File: src/rtl/ird_pkg.sv
// Shared types and constants for the IR remote pulse decoder.
// Holds field widths, register reset values, register indexes and channel payloads.
// No dependencies.
`timescale 1ns / 1ps

package ird_pkg;

    localparam int EDGE_W     = 8;
    localparam int INTERVAL_W = 16;
    localparam int FRAME_W    = 14;
    localparam int CMD_W      = 7;
    localparam int ADDR_W     = 5;
    localparam int SONY_FLD_W = CMD_W + ADDR_W;
    localparam int TOL_W      = 10;
    localparam int TIME_W     = 12;
    localparam int CNT_W      = 8;
    localparam int CFG_IDX_W  = 2;
    localparam int CFG_DATA_W = 12;

    localparam logic         PROTOCOL_RESET = 1'b0;
    localparam logic [TOL_W-1:0]  TOL_RESET      = 10'd100;
    localparam logic [TIME_W-1:0] RC5_HALF_RESET = 12'd889;
    localparam logic [TIME_W-1:0] SONY_ONE_RESET = 12'd1200;

    localparam logic         MODE_RC5  = 1'b0;
    localparam logic         MODE_SONY = 1'b1;

    localparam logic [EDGE_W-1:0] RC5_START_EDGE  = 8'd2;
    localparam logic [EDGE_W-1:0] SONY_CLEAR_EDGE = 8'd3;

    localparam logic [1:0] PHASE_FIRST  = 2'd1;
    localparam logic [1:0] PHASE_SECOND = 2'd2;

    typedef enum logic [CFG_IDX_W-1:0] {
        REG_PROTOCOL_MODE   = 2'd0,
        REG_TOLERANCE_US    = 2'd1,
        REG_RC5_HALF_BIT_US = 2'd2,
        REG_SONY_ONE_US     = 2'd3
    } cfg_reg_t;

    typedef struct packed {
        logic [EDGE_W-1:0]     edge_index;
        logic [INTERVAL_W-1:0] interval_us;
    } ird_in_t;

    typedef struct packed {
        logic               frame_done;
        logic [FRAME_W-1:0] frame_value;
        logic [CMD_W-1:0]   command;
        logic [ADDR_W-1:0]  address;
    } ird_out_t;

    typedef struct packed {
        logic [CFG_IDX_W-1:0]  index;
        logic [CFG_DATA_W-1:0] value;
    } ird_cfg_t;

endpackage

File: src/rtl/ird_stream_if.sv
// Valid/ready channel carrying one payload struct per transfer.
// Payload type is a parameter; the decoder uses the structs of ird_pkg.
`timescale 1ns / 1ps

interface ird_stream_if #(
    parameter type payload_t = logic
);
    logic     valid;
    logic     ready;
    payload_t data;

    modport source (output valid, output data, input ready);
    modport sink   (input valid, input data, output ready);
endinterface

File: src/rtl/ir_remote_pulse_decoder.sv
// IR remote pulse decoder, RC5 and Sony SIRC. Depends on ird_pkg and ird_stream_if.
// An accepted edge is held in the input register, and its result is loaded into
// the result register once that register is free.
// Throughput: one edge per cycle unless the output stalls; the decode state is updated
// by a single pass of compare-and-shift logic between the input and result registers.
// Reset: rst_n clears decode state to zero and loads the default timing registers.
`timescale 1ns / 1ps

module ir_remote_pulse_decoder #(
    parameter int RC5_FRAME_BITS  = 14,
    parameter int SONY_FRAME_BITS = 12
) (
    input  logic         clk,
    input  logic         rst_n,
    ird_stream_if.sink   edges,
    ird_stream_if.source frames,
    ird_stream_if.sink   cfg
);
    import ird_pkg::*;

    // Shift register width: Sony bits enter at the top, RC5 uses bit 0 only.
    localparam int LBS_W = SONY_FRAME_BITS;

    // ---------------------------------------------------------------------
    // Configuration registers; the port never stalls.
    // ---------------------------------------------------------------------
    logic              mode_reg;
    logic [TOL_W-1:0]  tol_reg;
    logic [TIME_W-1:0] half_reg;
    logic [TIME_W-1:0] one_reg;
    ird_cfg_t          cfg_word;

    assign cfg.ready = 1'b1;
    assign cfg_word  = cfg.data;

    always_ff @(posedge clk or negedge rst_n)
    begin
        if (!rst_n)
        begin
            mode_reg <= PROTOCOL_RESET;
            tol_reg  <= TOL_RESET;
            half_reg <= RC5_HALF_RESET;
            one_reg  <= SONY_ONE_RESET;
        end
        else if (cfg.valid)
        begin
            case (cfg_reg_t'(cfg_word.index))
                REG_PROTOCOL_MODE:   mode_reg <= cfg_word.value[0];
                REG_TOLERANCE_US:    tol_reg  <= cfg_word.value[TOL_W-1:0];
                REG_RC5_HALF_BIT_US: half_reg <= cfg_word.value[TIME_W-1:0];
                REG_SONY_ONE_US:     one_reg  <= cfg_word.value[TIME_W-1:0];
                default:             mode_reg <= mode_reg;
            endcase
        end
    end

    // ---------------------------------------------------------------------
    // Pipeline control: input register feeds the decode pass, result register
    // holds the output. An empty input register refills while a result waits.
    // ---------------------------------------------------------------------
    logic     in_valid_reg;
    ird_in_t  in_data_reg;
    logic     out_valid_reg;
    ird_out_t out_data_reg;
    ird_out_t out_data_next;
    logic     advance;
    logic     step;

    assign advance      = !out_valid_reg || frames.ready;
    assign step         = in_valid_reg && advance;
    assign edges.ready  = !in_valid_reg || advance;
    assign frames.valid = out_valid_reg;
    assign frames.data  = out_data_reg;

    always_ff @(posedge clk or negedge rst_n)
    begin
        if (!rst_n)
        begin
            in_valid_reg  <= 1'b0;
            out_valid_reg <= 1'b0;
        end
        else
        begin
            if (edges.ready)
            begin
                in_valid_reg <= edges.valid;
            end
            if (advance)
            begin
                out_valid_reg <= in_valid_reg;
            end
        end
    end

    always_ff @(posedge clk)
    begin
        if (edges.valid && edges.ready)
        begin
            in_data_reg <= edges.data;
        end
        if (step)
        begin
            out_data_reg <= out_data_next;
        end
    end

    // ---------------------------------------------------------------------
    // Decode state.
    // ---------------------------------------------------------------------
    logic [CNT_W-1:0]      bits_reg,  bits_next;
    logic [LBS_W-1:0]      lbs_reg,   lbs_next;
    logic [1:0]            phase_reg, phase_next;
    logic [FRAME_W-1:0]    fs_reg,    fs_next;
    logic [SONY_FLD_W-1:0] sf_reg,    sf_next;
    logic                  done_next;

    // Open window: strictly between nominal - tol (floored at zero) and nominal + tol.
    function automatic logic in_window(
        input logic [INTERVAL_W-1:0] t,
        input logic [TIME_W:0]       nominal,
        input logic [TOL_W-1:0]      tol
    );
        logic [TIME_W:0]   lo;
        logic [TIME_W+1:0] hi;
        lo = (nominal > {3'b000, tol}) ? nominal - {3'b000, tol} : '0;
        hi = {1'b0, nominal} + {4'b0000, tol};
        return ({3'b000, lo} < t) && (t < {2'b00, hi});
    endfunction

    logic long_hit;
    logic short_hit;
    logic sony_hit;

    assign long_hit  = in_window(in_data_reg.interval_us, {half_reg, 1'b0}, tol_reg);
    assign short_hit = in_window(in_data_reg.interval_us, {1'b0, half_reg}, tol_reg);
    assign sony_hit  = in_window(in_data_reg.interval_us, {1'b0, one_reg}, tol_reg);

    always_comb
    begin
        bits_next  = bits_reg;
        lbs_next   = lbs_reg;
        phase_next = phase_reg;
        fs_next    = fs_reg;
        sf_next    = sf_reg;
        done_next  = 1'b0;

        if (mode_reg == MODE_RC5)
        begin
            if (in_data_reg.edge_index == RC5_START_EDGE)
            begin
                // Start bit: frame holds a single one.
                phase_next = PHASE_FIRST;
                bits_next  = CNT_W'(1);
                lbs_next   = LBS_W'(1);
                fs_next    = FRAME_W'(1);
            end
            else if (in_data_reg.edge_index > RC5_START_EDGE)
            begin
                // Long interval: toggle the bit and append it.
                if (long_hit)
                begin
                    lbs_next   = lbs_reg ^ LBS_W'(1);
                    fs_next    = {fs_reg[FRAME_W-2:0], lbs_next[0]};
                    phase_next = PHASE_FIRST;
                    bits_next  = bits_reg + CNT_W'(1);
                end
                // Short interval: second short in a row appends the same bit.
                if (short_hit)
                begin
                    if (phase_next == PHASE_FIRST)
                    begin
                        phase_next = PHASE_SECOND;
                    end
                    else
                    begin
                        fs_next    = {fs_next[FRAME_W-2:0], lbs_next[0]};
                        phase_next = PHASE_FIRST;
                        bits_next  = bits_next + CNT_W'(1);
                    end
                end
            end
            done_next = (bits_next == CNT_W'(RC5_FRAME_BITS));
        end
        else
        begin
            if (in_data_reg.edge_index == SONY_CLEAR_EDGE)
            begin
                bits_next = '0;
                lbs_next  = '0;
                fs_next   = '0;
            end
            else if (!in_data_reg.edge_index[0])
            begin
                // Even edge: shift in one bit from the top, LSB first.
                bits_next = bits_reg + CNT_W'(1);
                lbs_next  = {sony_hit, lbs_reg[LBS_W-1:1]};
                if (bits_next == CNT_W'(SONY_FRAME_BITS))
                begin
                    fs_next   = FRAME_W'(lbs_next);
                    sf_next   = fs_next[SONY_FLD_W-1:0];
                    done_next = 1'b1;
                end
            end
        end

        out_data_next.frame_done  = done_next;
        out_data_next.frame_value = fs_next;
        out_data_next.command     = (mode_reg == MODE_SONY) ? sf_next[CMD_W-1:0] : '0;
        out_data_next.address     = (mode_reg == MODE_SONY) ?
                                    sf_next[SONY_FLD_W-1:CMD_W] : '0;
    end

    always_ff @(posedge clk or negedge rst_n)
    begin
        if (!rst_n)
        begin
            bits_reg  <= '0;
            lbs_reg   <= '0;
            phase_reg <= '0;
            fs_reg    <= '0;
            sf_reg    <= '0;
        end
        else if (step)
        begin
            bits_reg  <= bits_next;
            lbs_reg   <= lbs_next;
            phase_reg <= phase_next;
            fs_reg    <= fs_next;
            sf_reg    <= sf_next;
        end
    end

    // ---------------------------------------------------------------------
    // Assertions
    // ---------------------------------------------------------------------

    // Input side stalls only when both the input and the result register are held.
    a_stall_cause: assert property (@(posedge clk) disable iff (!rst_n)
        !edges.ready |-> (in_valid_reg && out_valid_reg && !frames.ready))
        else $error("input stalled without a held result");

    // A completed Sony frame latches fields that match the frame register.
    a_sony_latch: assert property (@(posedge clk) disable iff (!rst_n)
        (step && mode_reg == MODE_SONY && done_next)
        |=> (sf_reg == fs_reg[SONY_FLD_W-1:0]))
        else $error("Sony fields differ from latched frame");

    // Sony odd edges other than the clear edge leave the state untouched.
    a_sony_odd_hold: assert property (@(posedge clk) disable iff (!rst_n)
        (step && mode_reg == MODE_SONY && in_data_reg.edge_index[0]
         && in_data_reg.edge_index != SONY_CLEAR_EDGE)
        |=> ($stable(bits_reg) && $stable(lbs_reg) && $stable(fs_reg)))
        else $error("Sony odd edge changed decode state");

    // The RC5 start edge restarts the frame with a single one bit.
    a_rc5_start: assert property (@(posedge clk) disable iff (!rst_n)
        (step && mode_reg == MODE_RC5 && in_data_reg.edge_index == RC5_START_EDGE)
        |=> (bits_reg == CNT_W'(1) && fs_reg == FRAME_W'(1) && phase_reg == PHASE_FIRST))
        else $error("RC5 start edge did not restart the frame");

    // A result register update always follows a decode step.
    a_result_load: assert property (@(posedge clk) disable iff (!rst_n)
        step |=> (out_valid_reg && out_data_reg == $past(out_data_next)))
        else $error("result register missed a decode step");

endmodule
File: src/flat_wrapper.sv
// flat-port wrapper written by rule: the top's interface ports become plain ports
module ir_remote_pulse_decoder_flat import ird_pkg::*;
#(
    parameter int RC5_FRAME_BITS  = 14,
    parameter int SONY_FRAME_BITS = 12
)
  (clk, rst_n, edges_valid, edges_data, edges_ready, frames_valid, frames_data, frames_ready, cfg_valid, cfg_data, cfg_ready);
  ird_stream_if edges_i ();
  ird_stream_if frames_i ();
  ird_stream_if cfg_i ();
  input  logic clk;
  input  logic rst_n;
  input wire logic [$bits(edges_i.valid)-1:0] edges_valid;
  input wire logic [$bits(edges_i.data)-1:0] edges_data;
  output wire logic [$bits(edges_i.ready)-1:0] edges_ready;
  output wire logic [$bits(frames_i.valid)-1:0] frames_valid;
  output wire logic [$bits(frames_i.data)-1:0] frames_data;
  input wire logic [$bits(frames_i.ready)-1:0] frames_ready;
  input wire logic [$bits(cfg_i.valid)-1:0] cfg_valid;
  input wire logic [$bits(cfg_i.data)-1:0] cfg_data;
  output wire logic [$bits(cfg_i.ready)-1:0] cfg_ready;
  assign edges_i.valid = edges_valid;
  assign edges_i.data = edges_data;
  assign edges_ready = edges_i.ready;
  assign frames_valid = frames_i.valid;
  assign frames_data = frames_i.data;
  assign frames_i.ready = frames_ready;
  assign cfg_i.valid = cfg_valid;
  assign cfg_i.data = cfg_data;
  assign cfg_ready = cfg_i.ready;
  ir_remote_pulse_decoder #(.RC5_FRAME_BITS(RC5_FRAME_BITS), .SONY_FRAME_BITS(SONY_FRAME_BITS)) u_core (.clk(clk), .rst_n(rst_n), .edges(edges_i), .frames(frames_i), .cfg(cfg_i));
endmodule
File: config.mk
export PLATFORM = sky130hd
export DESIGN_NAME = ir_remote_pulse_decoder_flat
export DESIGN_NICKNAME = d
export VERILOG_FILES = /design/src/rtl/ird_pkg.sv /design/src/rtl/ird_stream_if.sv /design/src/rtl/ir_remote_pulse_decoder.sv /design/src/flat_wrapper.sv
export SDC_FILE = /design/constraint.sdc
export NUM_CORES = 1
export LEC_CHECK = 0
export ABC_AREA = 1
export BUFFER_PORTS_ARGS = -buffer_cell sky130_fd_sc_hd__buf_2
export CORE_MARGIN = 2
export CORE_UTILIZATION = 40
export DETAILED_ROUTE_END_ITERATION = 10
export PLACE_DENSITY = 0.66
export SYNTH_ARGS = -nofsm -noshare
export SYNTH_HDL_FRONTEND = slang
export SYNTH_SLANG_ARGS = --single-unit
File: constraint.sdc
create_clock -name clk -period 1.75 [get_ports clk]
set_input_delay 0.0875 -clock clk [delete_from_list [all_inputs] [get_ports clk]]
set_output_delay 0.0875 -clock clk [all_outputs]
set_load 0.02 [all_outputs]
After elaboration in Yosys (flattened, before gate mapping)
Cells that the tools add are included.
{"block": "word_totals", "regBits": 36, "in_bits": 7, "wordCells": 25}
{"block": "op_classes", "add_sub_neg": 1, "n_lt_le_gt_ge": 2, "n_eq_ne": 1, "mux": 4, "reduce_logical": 8}
{"operator": "$mux W12", "count": 3}
{"operator": "$lt A1 B11 Y1 const B", "count": 1}
{"operator": "$lt A11 B1 Y1 const A", "count": 1}
{"operator": "$add A8 B1 Y8 const B", "count": 1}
{"operator": "$eq A8 B4 Y1 const B", "count": 1}
{"operator": "$mux W8", "count": 1}
{"operator": "$logic_and A1 B1 Y1", "count": 3}
{"operator": "$logic_not A1 Y1", "count": 2}
{"operator": "$logic_or A1 B1 Y1", "count": 2}
{"operator": "$reduce_and A2 Y1", "count": 1}

Longest topological paths before layout
Gate-level depths: netlist (run 1).
{"block": "logic_depth", "word_depth": 4, "ltp_mapped": 10, "ltp_nobuf": 10}

Worst setup path after synthesis (run 1)
OpenSTA, ideal clock, no wires.
{"block": "synth_path", "path_type": "register -> register", "startpoint": "register u_core.bits_reg[0]", "endpoint": "register u_core.out_data_reg (netlist bit u_core.frames.data), data pin", "setup_ns": 0.250, "t_arrival_ns": 1.196, "setup_slack_ns": 0.303, "stages_incl_launch_ff": 10, "path_buffers": 0, "synth_period_minus_slack_ns": 1.447, "cell_sequence": "dfrtp_1 > ha_1 > nand2_2 > nand2_1 > nor2_1 > nand2_1 > nor2_2 > nand3_1 > nand3_1 > inv_1"}
{"block": "synth_via", "elab_chain_cells": 4}
{"item": "from (decl)", "line_no": "ir_remote_pulse_decoder.sv:110", "text": "logic [CNT_W-1:0] bits_reg, bits_next;"}
{"item": "from (signal assigned)", "line_no": "ir_remote_pulse_decoder.sv:225", "text": "bits_reg <= bits_next;"}
{"item": "$add A8 B1 Y8"}
{"item": "$eq A8 B4 Y1", "line_no": "ir_remote_pulse_decoder.sv:197", "text": "if (bits_next == CNT_W'(SONY_FRAME_BITS))"}
{"item": "$mux W12", "line_no": "ir_remote_pulse_decoder.sv:197"}
{"item": "$mux W12", "line_no": "ir_remote_pulse_decoder.sv:147", "text": "if (mode_reg == MODE_RC5)"}
{"item": "to (signal assigned)", "line_no": "ir_remote_pulse_decoder.sv:103", "text": "out_data_reg <= out_data_next;"}
{"item": "to (decl)", "line_no": "ir_remote_pulse_decoder.sv:64", "text": "ird_out_t out_data_reg;"}
No other way between the ends.
A chain may end at the register's enable or synchronous reset.

Final worst setup path (run 1)
{"block": "layout_path", "startpoint": "register u_core.bits_reg[1]", "endpoint": "register u_core.out_data_reg (netlist bit u_core.frames.data), data pin"}
The elaborated chain is that of the path after synthesis.

==> results of run 1 <==
## cell type report
type,instances,area (um2)
multi-input combinational,62,299
timing repair buffer,13,85.1
clock buffer,4,26.3
sequential,13,330
fill,179,867
tap,17,21.3
inverter,16,60.1
## power groups by stage
| stage | Clock [mW] | Sequential [mW] | Combinational [mW] |
|---|---|---|---|
| 4_1_cts | 0.194 | 0.473 | 0.345 |
| 3_3_place_gp | 0 | 0.476 | 0.324 |
| 3_5_place_dp | 0 | 0.479 | 0.334 |
| 2_1_floorplan | 0 | 0.476 | 0.233 |
| 6_report | 0.191 | 0.475 | 0.342 |
| 5_1_grt | 0.212 | 0.489 | 0.402 |
## cell usage after synthesis
cell type | instances | area (um2)
xor2_1 | 1 | 8.76
nand2_1 | 29 | 109
edfxtp_1 | 1 | 30.0
buf_2 | 1 | 5.00
o21ai_0 | 7 | 35.0
conb_1 | 1 | 3.75
nor2_1 | 3 | 11.3
nand4_1 | 4 | 25.0
ha_1 | 2 | 25.0
nor2_2 | 3 | 18.8
nand2_2 | 2 | 12.5
dfrtp_1 | 12 | 300
inv_1 | 16 | 60.1
buf_4 | 1 | 7.51
o21ai_1 | 3 | 15.0
nand3_1 | 7 | 35.0
## logic make-up (layout without fill, tap and decap cells)
group                    count (synthesis)  after routing
AND/OR/NAND/NOR                         48             48
other                                    1              1
buffers and inverters                   18             33
adder cells (fa/ha/maj)                  2              2
AO/OA/AOI/OAI                           10             10
flip-flops                              13             13
XOR/XNOR                                 1              1
## worst paths after layout
path	endpoint	slack (ps)	cells past startpoint
hold / removal	u_core.mode_reg	10	3
max in group asynchronous	u_core.frames.valid	1330	2
setup / recovery	u_core.frames.data	180	8
min in group asynchronous	u_core.bits_reg[4]	210	2
hold reg to reg	u_core.sf_reg[7]	480	2
setup reg to reg	u_core.frames.data	180	8
## layer usage
layer,share of wire,track usage
met1,0.46,0.202
met2,0.48,0.250
met3,0.042,0.0357
met4,0.013,0.0857
met5,0,0
## critical path, stage by stage, from the launching register on
cell,delay [ps]
dfrtp_1,450
ha_1,240
nand2_2,100
o21ai_1,140
nand2_1,90
nor2_2,130
nand3_1,80
nand3_1,70
inv_1,40
## layout by cell type, fill, tap and decap left out
master / count
inv_1: 16
nor2_1: 3
clkbuf_4: 3
xor2_1: 1
nor2_2: 3
dfrtp_1: 12
buf_4: 2
nand2_1: 29
conb_1: 1
o21ai_1: 3
ha_1: 2
clkbuf_1: 1
nand4_1: 4
edfxtp_1: 1
nand2_2: 2
buf_2: 8
dlygate4sd3_1: 3
nand3_1: 7
o21ai_0: 7
==> impl_metrics.yaml, run 1 <==
floorplanning:
  dieWidth_um: 45.9
  ios: 11
  dieArea_um2: 2110
  die_height_um: 45.9
  rows: 15
  coreArea_um2: 1690
  start_util: 0.416
clock_network:
  clock-sinks: 13
  clock_path_buffers: 2
  cts.clk_slew.worst_paths_ps: 90
  cts_resized: 0
  cts_tree: "done"
  cts_made_buffers: 3
  clk_latency_ps: 280
  cts_setup_buffers: 0
  cts_hold_buf: 3
  h-tree-depth: 1
  cts_root_buf: "clkbuf_4"
global_routing:
  grt_pass1_wl_um: 2380
  grt_pass1_vias: 580
  overflow: 0
  grt_usage: 0.160
  antenna_found_initial: 0
  grt_start_max_net_pins: 13
placed_design:
  place_congestion: 0.784
  port_buffers: 8
  dp_hpwl_um: 961
  place_ws_ps: 212
  placed_area_um2: 766
  placed_cells: 118
setup_path:
  crit_fanout: 6
  worstPathArrival_ps: 1610
  startpoint: "u_core.bits_reg[1]"
  start_kind: "flop"
  worstSetupPathType: "flop to flop"
  r2r-start: "u_core.bits_reg[1]"
  end_kind: "flop"
  required_ps: 1790
drt:
  drc: 0
  antenna_left: 0
  vias: 604
  drt-wirelength-per-cell_um: 10.5
  wirelength_um: 1320
  drt-initial-drc-count: 17
  vias_per_cell: 4.83
  dr.pass1.iters: 4
min_path:
  hp-class: "input port to flop"
  holdCritStartpoint: "cfg_data"
power:
  p_int_uw: 602
  p_sw_frac: 0.403
  total_power_mw: 1.01
  vdd_drop_max_mv: 0.768
  p_leak_nw: 0.436
  comb_power_share: 0.339
  switchingPower_uw: 407
  p_per_area_nw_per_um2: 1230
  power_frac_clock: 0.190
  seqPwrFrac: 0.472
synthesis:
  synthXorXnorAreaFrac: 0.0125
  muxShareOfSynthArea: 0
  yosys.area_share.simple: 0.301
  synth_top_family_by_area: "simple AND/OR/NAND/NOR gates"
  syn_nets: 102
  synthCells: 93
  synthAdderAreaFrac: 0.0357
  ys_types: 16
  avgSynthCellArea_um2: 7.55
  yosysSeqAreaShare: 0.471
  synth-compound-area-share: 0.0713
  synth_seq_cells: 13
  netlist_area_um2: 702
  ys_warn_count: 0
layout:
  num_antenna_cells: 0
  design_area_um2: 822
  syn2layout_area_growth_pct: 17.1
  final_nets: 118
  utilization: 0.487
  largest_reg_flops: 8
  drive_gt1_frac: 0.167
  final_cells: 125
job:
  maxCapViolCount: 0
sta:
  finalSetupViolCount: 0
  whs_ps: 13.8
  max_freq_ghz: 0.638
  slew_violations: 0
  hold_violations: 0
  skew_ps: 5.05
  fin_crit_ps: 1570
  worst_slack_ps: 183
  fin_setup_tns_ps: 0
  fin_crit_sh: 0.895
  rsz0062_at_grt: "no"
outcome:
  status: "complete, no violations"
(Power assumes the default switching activity.)
==> run 2, diff against run 1 <==
- ABC_AREA: 1 -> unset
==> impl_metrics.yaml, run 2 <==
sta:
  slew_violations: 0
  fin_crit_sh: 0.859
  max_freq_ghz: 0.665
  hold_violations: 0
  skew_ps: 1.84
  fin_crit_ps: 1500
  whs_ps: 43.2
  rsz0062_at_grt: "no"
  fin_setup_tns_ps: 0
  finalSetupViolCount: 0
  worst_slack_ps: 247
setup_path:
  startpoint: "u_core.bits_reg[0]"
  end_kind: "flop"
  cp_num_buf_inv: 0
  start_kind: "flop"
  cp.depth: 5
  r2r_end: "u_core.frames.data"
  worstPathArrival_ps: 1530
  path_delay_family: "flip-flops"
  required_ps: 1780
  crit_fanout: 4
  worstSetupPathType: "flop to flop"
  crit_chain: "ha_1 > xor2_1 > nand3_1 > nor4_2 > a21oi_1"
  r2r-start: "u_core.bits_reg[0]"
  cpMaxStageDelayCell: "dfrtp_1"
  max_stage_delay_ps: 380
  crit_end: "u_core.frames.data"
  r2r_setup_slack_ps: 250
  reg2reg_depth: 5
layout:
  num_antenna_cells: 0
  fillerInstances: 157
  drive_gt1_frac: 0.306
  final_cells: 88
  final_nets: 82
  largest_reg_flops: 8
  multi_input_area_um2: 330
  mostFrequentLayoutCell: "dfrtp_1"
  final_cell_mix: "12 x dfrtp_1, 8 x buf_2, 6 x xor2_1"
  seq_area_um2: 330
  syn2layout_area_growth_pct: 16.9
  utilization: 0.510
synthesis:
  yosysMostFrequentCell: "dfrtp_1"
  synth_area_leaders: "dfrtp_1 45%, xor2_1 7.8%, edfxtp_1 4.5%"
  ys_types: 27
  synth_ff_type: "dfrtp_1"
  async_flop_share: 0.923
  ys_warn_count: 0
  yosysTopAreaCellShare: 0.447
  synthCells: 57
  netlist_area_um2: 672
  synth_edf_count: 1
  avgSynthCellArea_um2: 11.8
  synth_seq_cells: 13
  synth_common_cells: "12 x dfrtp_1, 6 x xor2_1"
  synth_top_area_cell: "dfrtp_1"
  syn_nets: 66
  yosysSeqAreaShare: 0.492
clock_network:
  h-tree-depth: 1
  cts_tree: "done"
  clock-sinks: 13
  cts_root_buf: "clkbuf_4"
  cts_resized: 0
  clk_latency_ps: 280
  cts_made_buffers: 3
  clock_path_buffers: 2
  cts.clk_slew.worst_paths_ps: 80
power:
  comb_power_share: 0.328
  switchingPower_uw: 330
  p_int_uw: 622
  power_frac_clock: 0.193
  vdd_drop_max_mv: 0.652
  seqPwrFrac: 0.479
  p_leak_nw: 0.356
  p_sw_frac: 0.347
  p_per_area_nw_per_um2: 1210
floorplanning:
  start_util: 0.436
  die_height_um: 45.0
  dieArea_um2: 2020
  coreArea_um2: 1540
  dieWidth_um: 45.0
  ios: 11
  rows: 14
placed_design:
  place_ws_ps: 253
  port_buffers: 8
  placed_cells: 82
  dp_hpwl_um: 805
  place_congestion: 0.744
drt:
  dr.pass1.iters: 3
  drt-initial-drc-count: 4
  antenna_left: 0
  drt-wirelength-per-cell_um: 12.0
  wirelength_um: 1060
  vias_per_cell: 4.89
  vias: 430
  drc: 0
global_routing:
  grt_usage: 0.138
  grt_pass1_vias: 461
  antenna_found_initial: 0
  grt_start_max_net_pins: 13
  grt_pass1_wl_um: 1990
  overflow: 0
min_path:
  hp-class: "input port to flop"
outcome:
  status: "complete, no violations"
job:
  maxCapViolCount: 0
-- run 2: cell types whose count changed after synthesis, moves of 3 or more --
cell,before,now
nand2_1,29,3
inv_1,16,1
o21ai_0,7,0
xor2_1,1,6
nand3_1,7,3
nand2b_1,0,3
nor2_2,3,0
o21ai_1,3,0
xnor2_1,0,3
-- run 2: layout make-up --
class / instances / share of cell area
inverters: 1 / 0.00478
multi-input cells: 42 / 0.420
flip-flops and latches: 13 / 0.420
well taps: 16 / 0.0255
repair buffers: 12 / 0.0955
clock buffers: 4 / 0.0334
-- run 2: how the worst min path moves through the flow --
stage | from | end | slack [ps] | depth (start not counted)
after floorplan | rst_n | u_core.bits_reg[0] | -210 | 0
after CTS | cfg_data | u_core.mode_reg | 40 | 2
final | cfg_data | u_core.mode_reg | 40 | 2
after detailed placement | rst_n | u_core.bits_reg[0] | -20 | 1
after global routing | cfg_data | u_core.mode_reg | 50 | 2
after global placement | rst_n | u_core.bits_reg[0] | -20 | 1
-- run 2: what timing repair did --
action / CTS / global route
hold buffers: 2 / 0
hold endpoints to repair: 13 / 0
setup buffers: 0 / 0
-- run 2: kinds of logic (layout without fill, tap and decap cells) --
logic type                 count (synthesis)  in the layout  share of synthesized area
AOI/OAI and AO/OA                          4              4                     0.0521
xor gates and xnor gates                   9              9                      0.117
adders and majority gates                  2              2                     0.0372
buffers and inverters                      2             17                     0.0168
DFF                                       13             13                      0.492
muxes                                      2              2                     0.0335
other                                      1              1                    0.00558
and+or+nand+nor                           24             24                      0.246
-- run 2: power by group through the flow --
stage | Combinational, mW | Sequential (mW) | Clock [mW]
2_1_floorplan | 0.178 | 0.491 | 0
3_3_place_gp | 0.303 | 0.459 | 0
3_5_place_dp | 0.313 | 0.463 | 0
4_1_cts | 0.318 | 0.457 | 0.193
5_1_grt | 0.352 | 0.468 | 0.207
6_report | 0.312 | 0.456 | 0.184
-- run 2: per-stage QoR --
stage	power [mW]	cell area (um2)
floorplan	0.670	672
global placement	0.761	739
detailed placement	0.776	739
CTS	0.968	786
global route	1.03	786
finish	0.952	786
-- run 2: per-layer routing --
metal,up-vias,GRT usage,part of all wire
met5,-,0,0
met4,0,0.0706,0.025
met2,5,0.206,0.46
met3,3,0.0360,0.022
li1,226,-,-
met1,196,0.183,0.49
==> run 3, diff against run 2 <==
- clock period: 1.75 -> 1.8 ns (I/O delays scaled with it)
==> impl_metrics.yaml, run 3 (synthesized netlist as in run 2, its figures left out) <==
setup_path:
  worstSetupPathType: "flop to flop"
  crit_chain: "ha_1 > xor2_1 > nand3_1 > nor4_2 > a21oi_1"
  required_ps: 1820
  startpoint: "u_core.bits_reg[0]"
  r2r-start: "u_core.bits_reg[0]"
  crit_fanout: 4
  cpMaxStageDelayCell: "dfrtp_1"
  worstPathArrival_ps: 1510
  max_stage_delay_ps: 390
  start_kind: "flop"
  end_kind: "flop"
floorplanning:
  rows: 14
  coreArea_um2: 1540
  dieWidth_um: 45.0
  ios: 11
  dieArea_um2: 2020
  start_util: 0.436
  die_height_um: 45.0
sta:
  skew_ps: 3.13
  max_freq_ghz: 0.671
  fin_setup_tns_ps: 0
  worst_slack_ps: 309
  fin_crit_ps: 1490
  finalSetupViolCount: 0
  hold_violations: 0
  fin_crit_sh: 0.828
  slew_violations: 0
  rsz0062_at_grt: "no"
job:
  maxCapViolCount: 0
drt:
  drt-wirelength-per-cell_um: 11.9
  drc: 0
  vias_per_cell: 4.97
  drt-initial-drc-count: 1
  dr.max_layer_used: "met4"
  route.met2.wl_um: 483
  wl_met1_um: 482
  antenna_left: 0
  vias: 432
  dr.pass1.iters: 2
  wirelength_um: 1030
  met3_length_um: 20
clock_network:
  cts.clk_slew.worst_paths_ps: 80
  cts_tree: "done"
  cts_made_buffers: 3
  clk_latency_ps: 270
  h-tree-depth: 1
  clock_path_buffers: 2
  cts_root_buf: "clkbuf_4"
  clock-sinks: 13
power:
  vdd_drop_max_mv: 0.628
  power_frac_clock: 0.192
  p_sw_frac: 0.345
  p_int_uw: 603
  switchingPower_uw: 318
  seqPwrFrac: 0.482
  p_leak_nw: 0.352
  p_per_area_nw_per_um2: 1190
  comb_power_share: 0.326
min_path:
  holdCritStartpoint: "edges_valid"
  hp-class: "input port to flop"
layout:
  final_cell_mix: "12 x dfrtp_1, 8 x buf_2, 6 x xor2_1"
  largest_reg_flops: 8
  drive_gt1_frac: 0.310
  mostFrequentLayoutCell: "dfrtp_1"
  syn2layout_area_growth_pct: 15.5
  final_cells: 87
  fillerInstances: 157
  final_nets: 81
  num_antenna_cells: 0
global_routing:
  antenna_found_initial: 0
  grt_start_max_net_pins: 13
  grt_pass1_wl_um: 1910
  overflow: 0
  grt_pass1_vias: 451
  grt_usage: 0.138
placed_design:
  place_congestion: 0.744
  placed_cells: 82
  port_buffers: 8
  dp_hpwl_um: 800
  place_ws_ps: 312
outcome:
  status: "complete, no violations"
[run 3: changes by cell type in the layout (fill, tap and decap cells not counted), sizes merged]
| cell | delta |
|---|---|
| dlygate4sd3 | -1 |
[run 3: area by class of cell]
| class | instances | area, um2 | area share |
|---|---|---|---|
| inverters | 1 | 3.75 | 0.00484 |
| flip-flops and latches | 13 | 330 | 0.426 |
| well taps | 16 | 20.0 | 0.0258 |
| repair buffers | 11 | 65.1 | 0.0839 |
| clock buffers | 4 | 26.3 | 0.0339 |
| multi-input cells | 42 | 330 | 0.426 |
[run 3: metrics by stage]
stage | util | power [mW] | hold slack, ps | cell area, um2
floorplan | - | 0.651 | -206 | 672
global placement | 0.480 | 0.740 | -17.6 | 739
detailed placement | 0.480 | 0.754 | -14.1 | 739
CTS | 0.503 | 0.935 | 0.350 | 776
global route | 0.503 | 0.994 | 12.3 | 776
finish | 0.503 | 0.921 | 3.71 | 776
[run 3: final timing paths]
| kind | cells past startpoint | end | slack, ps |
|---|---|---|---|
| worst max-delay path | 5 | u_core.frames.data | 310 |
| worst min-delay path | 2 | u_core.in_valid_reg | 4 |
| worst max register to register | 5 | u_core.frames.data | 310 |
| worst min register to register | 2 | u_core.sf_reg[7] | 510 |
| max in group asynchronous | 2 | u_core.frames.valid | 1380 |
| min in group asynchronous | 2 | u_core.bits_reg[0] | 210 |
[run 3: per-layer routing]
layer / global-route usage / up-vias
li1: - / 225
met1: 0.183 / 197
met2: 0.189 / 5
met3: 0.0240 / 5
met4: 0.124 / 0
met5: 0 / -
[run 3: power by group through the flow]
| stage | clock, mW | sequential (mW) | combinational, mW |
|---|---|---|---|
| after detailed placement | 0 | 0.452 | 0.302 |
| after global placement | 0 | 0.446 | 0.294 |
| after floorplan | 0 | 0.478 | 0.174 |
| final | 0.176 | 0.444 | 0.300 |
| after global routing | 0.196 | 0.458 | 0.340 |
| after CTS | 0.184 | 0.446 | 0.305 |
[run 3: what timing repair did]
action,CTS,global route
hold buffers,1,0
endpoints found under the hold margin,12,0
gates resized for setup,0,0
setup buffers,0,0
[run 3: critical path: cells and delay by family, from the launching register on]
family	cells	cell delay [ps]
DFF	1	390
and+or+nand+nor	2	350
adders and majority gates	1	260
xor gates and xnor gates	1	140
AOI/OAI and AO/OA	1	100
